**config.mk**
```make
export PLATFORM = sky130hd
export DESIGN_NAME = vogi_ctrl
export DESIGN_NICKNAME = d
export VERILOG_FILES = /design/src/rtl/vogi_pkg.sv /design/src/rtl/vogi_ctrl.sv
export SDC_FILE = /design/constraint.sdc
export NUM_CORES = 1
export LEC_CHECK = 0
export BUFFER_PORTS_ARGS = -buffer_cell sky130_fd_sc_hd__buf_4
export CORE_AREA = 2 2 39 41
export DETAILED_ROUTE_END_ITERATION = 7
export DIE_AREA = 0 0 41 43
export GPL_ROUTABILITY_DRIVEN = 0
export PLACE_DENSITY = 0.44
export SYNTH_ARGS = -nofsm -noshare
export SYNTH_HDL_FRONTEND = slang
export SYNTH_SLANG_ARGS = --single-unit
export TNS_END_PERCENT = 30
```
**constraint.sdc**
```tcl
create_clock -name i_clk -period 1.97 [get_ports i_clk]
set_input_delay 0.197 -clock i_clk [delete_from_list [all_inputs] [get_ports i_clk]]
set_output_delay 0.197 -clock i_clk [all_outputs]
set_load 0.02 [all_outputs]
```
**src/rtl/vogi_pkg.sv**
```systemverilog
package vogi_pkg;

    // default grid geometry and inflation radius
    localparam int X_MAX_DEF   = 256;
    localparam int Y_MAX_DEF   = 256;
    localparam int Z_MAX_DEF   = 16;
    localparam int INFLATE_DEF = 1;

    // configuration port
    localparam int CFG_IDX_W  = 2;
    localparam int CFG_DATA_W = 9;
    localparam logic [CFG_IDX_W-1:0] REG_SIZE_X = 2'd0;
    localparam logic [CFG_IDX_W-1:0] REG_SIZE_Y = 2'd1;
    localparam logic [CFG_IDX_W-1:0] REG_SIZE_Z = 2'd2;

    // size register widths and reset values
    localparam int SXY_W = 9;
    localparam int SZ_W  = 5;
    localparam logic [SXY_W-1:0] SIZE_X_RST = 9'd256;
    localparam logic [SXY_W-1:0] SIZE_Y_RST = 9'd256;
    localparam logic [SZ_W-1:0]  SIZE_Z_RST = 5'd16;

    // operation codes
    localparam logic OP_MARK  = 1'b0;
    localparam logic OP_QUERY = 1'b1;

    typedef struct packed {
        logic               operation;
        logic signed [15:0] cell_x;
        logic signed [15:0] cell_y;
        logic signed [15:0] cell_z;
        logic               last_point;
    } t_in_item;

    typedef struct packed {
        logic occupied;
        logic applied;
        logic map_locked;
    } t_out_item;

    typedef enum logic [2:0] {
        ST_CLEAR,
        ST_IDLE,
        ST_YZ,
        ST_BASE,
        ST_READ,
        ST_SWEEP,
        ST_DONE
    } t_state;

    // controller to datapath
    typedef struct packed {
        logic clr_step;
        logic capture;
        logic calc_yz;
        logic calc_base;
        logic read;
        logic sweep_step;
        logic finish;
    } t_cmd;

    // datapath to controller
    typedef struct packed {
        logic clr_last;
        logic centre_in;
        logic is_query;
        logic locked;
        logic sweep_last;
        logic out_free;
    } t_status;

endpackage

```
**src/rtl/vogi_ctrl.sv**
```systemverilog
module vogi_ctrl (
    input  logic             i_clk,
    input  logic             i_rst_n,
    input  logic             i_in_valid,
    input  vogi_pkg::t_status i_status,
    output vogi_pkg::t_cmd    o_cmd,
    output logic             o_in_ready
);

    vogi_pkg::t_state r_state;
    vogi_pkg::t_state n_state;

    // state register
    always_ff @(posedge i_clk) begin
        if (!i_rst_n) begin
            r_state <= vogi_pkg::ST_CLEAR;
        end else begin
            r_state <= n_state;
        end
    end

    // next state and commands
    always_comb begin
        n_state    = r_state;
        o_cmd      = '0;
        o_in_ready = 1'b0;
        unique case (r_state)
            vogi_pkg::ST_CLEAR: begin
                o_cmd.clr_step = 1'b1;
                if (i_status.clr_last) begin
                    n_state = vogi_pkg::ST_IDLE;
                end
            end
            vogi_pkg::ST_IDLE: begin
                o_in_ready    = 1'b1;
                o_cmd.capture = i_in_valid;
                if (i_in_valid) begin
                    n_state = vogi_pkg::ST_YZ;
                end
            end
            vogi_pkg::ST_YZ: begin
                o_cmd.calc_yz = 1'b1;
                n_state       = vogi_pkg::ST_BASE;
            end
            vogi_pkg::ST_BASE: begin
                o_cmd.calc_base = 1'b1;
                priority if (i_status.is_query) begin
                    n_state = vogi_pkg::ST_READ;
                end else if (i_status.centre_in && !i_status.locked) begin
                    n_state = vogi_pkg::ST_SWEEP;
                end else begin
                    n_state = vogi_pkg::ST_DONE;
                end
            end
            vogi_pkg::ST_READ: begin
                o_cmd.read = 1'b1;
                n_state    = vogi_pkg::ST_DONE;
            end
            vogi_pkg::ST_SWEEP: begin
                o_cmd.sweep_step = 1'b1;
                if (i_status.sweep_last) begin
                    n_state = vogi_pkg::ST_DONE;
                end
            end
            vogi_pkg::ST_DONE: begin
                if (i_status.out_free) begin
                    o_cmd.finish = 1'b1;
                    n_state      = vogi_pkg::ST_IDLE;
                end
            end
            default: begin
                n_state = vogi_pkg::ST_CLEAR;
            end
        endcase
    end

endmodule

```
==> flow_metrics.tcl <==
set metrics [dict create \
    cp_slowest_stage_delay_ps 490 \
    slew_violations 0 \
    arrival_ps 1310 \
    drcViolationCount 0 \
    period_needed_ps 1500 \
    wire_per_inst_um 10.7 \
    outcome "finished clean" \
    hold_viol 0 \
    htreeDepth 1 \
    dpl.hpwl_um 575 \
    ys_seq_area_share_pct 22.7 \
    synth_cells 37 \
    synth-seq-cells 3 \
    fin_crit_sh_pct 76.3 \
    critPathLaunch "r_state[0]" \
    grtUsageTotal_pct 10.5 \
    ant_nets 0 \
    path_buf_inv 1 \
    portBuffers 16 \
    clockRootBuffer "clkbuf_4" \
    die_w_um 41 \
    largest_reg_flops 3 \
    clock-skew-final_ps 3.81 \
    critPathTopFamily "flip-flops" \
    setup_tns_ps 0 \
    hold_buffers 0 \
    nets 64 \
    cts_tree "built" \
    cp_slowest_cell "dfxtp_1" \
    design.core.area_mm2 0.00138 \
    ctsResizeCount 0 \
    synth.distinct_cells 21 \
    drive_gt1_share_pct 37.0 \
    hold_path_class "input pin to flip-flop" \
    synth_nets 46 \
    leakagePower_nw 0.192 \
    grt_max_degree 16 \
    tightest_slew_ps 447 \
    required_ps 1770 \
    hold_start "i_rst_n" \
    cts_made_buffers 3 \
    antenna_found_initial 0 \
    relSlewSlack_pct 70.1 \
    largest-register "r_state" \
    grt_pass1_vias 272 \
    grt_overflow 0 \
    crit_fanout 11 \
    layout_common_cells "buf_4, nor2_1, inv_1, clkbuf_4, dfxtp_1" \
    yosys_warnings 0 \
    first_pass_iters 3 \
    rsz0062_at_grt "no" \
    vias 325 \
    die_h_um 43 \
    io_pins 17 \
    start_kind "flip-flop" \
    powerDensity_mw_per_mm2 894 \
    largestRegisters "r_state (3)" \
    vias_per_cell 4.64 \
    cts.sinks 3 \
    cp-end-kind "output pin" \
    syn_avg_cell_area_um2 7.14 \
    max_freq_mhz 665 \
    irDropWorstVdd_mv 0.222 \
    cap_violations 0 \
    layout_commonest_cell "buf_4" \
    r2r-start "r_state[2]" \
    die-area_mm2 0.00176 \
    cp_cell_sequence "nor3b_1, and2_1, buf_4" \
    power_mw 0.371 \
    post-cts-setup-buffers 0 \
    initial_utilization_pct 19.1 \
    critPathKind "flip-flop to output pin" \
    num_rows 14 \
    finalSetupViolations 0 \
    cts_max_path_buffers 2 \
    areaGrowthSynthToFinish_pct 57.3 \
    drt_first_iter_violations 6 \
    antenna-diode-count 0 \
    clk_pin_slew_ps 40 \
    grt_pass1_wl_um 1170 \
    insertion_delay_ps 240 \
    synth.cell_area_um2 264 \
    routed_wl_um 746 \
]
[cell usage after synthesis]
cell type	instances	share of area (%)
nor2_1	4	5.7
buf_2	3	5.7
dfxtp_1	3	23
inv_1	3	4.3
a21oi_1	2	3.8
and2_1	2	4.7
nand2_1	2	2.8
nand2b_1	2	4.7
nor3_1	2	3.8
nor3b_1	2	5.7
o21a_1	2	5.7
a2bb2oi_1	1	3.3
a31oi_1	1	2.4
and3_1	1	2.4
nand3_1	1	1.9
nand3b_1	1	2.8
nor4b_2	1	5.7
o21ai_0	1	1.9
o221a_1	1	4.3
o22ai_1	1	2.4
o32ai_1	1	3.3
[report_power, final]
part / total, mW / switching [mW] / leakage, nW / internal [mW]
Sequential: 0.104 / 0.0313 / 0.0247 / 0.0730
Combinational: 0.157 / 0.0801 / 0.153 / 0.0773
Clock: 0.110 / 0.0335 / 0.0150 / 0.0760
Total: 0.371 / 0.145 / 0.192 / 0.226
[final timing paths]
| kind | slack [ps] | cells after the start | endpoint |
|---|---|---|---|
| setup / recovery | 470 | 3 | o_cmd[5] |
| hold / removal | 200 | 2 | r_state[2] |
| setup reg to reg | 760 | 3 | r_state[0] |
| hold reg to reg | 700 | 2 | r_state[1] |
[through the flow]
step | worst slack [ps] | area [µm²] | hold slack, ps | utilization, % | std cells
after floorplan | 402 | 264 | 314 | - | 37
after global placement | 744 | 389 | 440 | 28.1 | 66
after detailed placement | 731 | 389 | 446 | 28.1 | 66
after CTS | 473 | 415 | 207 | 30.0 | 70
after global routing | 388 | 415 | 198 | 30.0 | 70
final | 467 | 415 | 203 | 30.0 | 70
[final cells by class]
cell class | instances | area (µm²)
Tap cell | 16 | 20.0
Multi-Input combinational cell | 28 | 178
Sequential cell | 3 | 60.1
Clock buffer | 4 | 26.3
Fill cell | 162 | 968
Timing Repair Buffer | 16 | 120
Inverter | 3 | 11.3
[cell families (layout without fill, tap and decap cells)]
logic type	count (synthesis)	after routing	share of synthesized area (%)
compound gates	10	10	27.0
buf+inv	6	23	9.95
flops	3	3	22.7
simple gates	18	18	40.3
[metal layers]
layer,up-vias,GRT usage (%),wire [µm]
met1,142,12.1,345
met5,-,0,0
met3,2,6.28,57
li1,166,-,-
met4,0,8.00,8
met2,15,13.4,335
No activity file was read; power rests on OpenSTA's default activity.
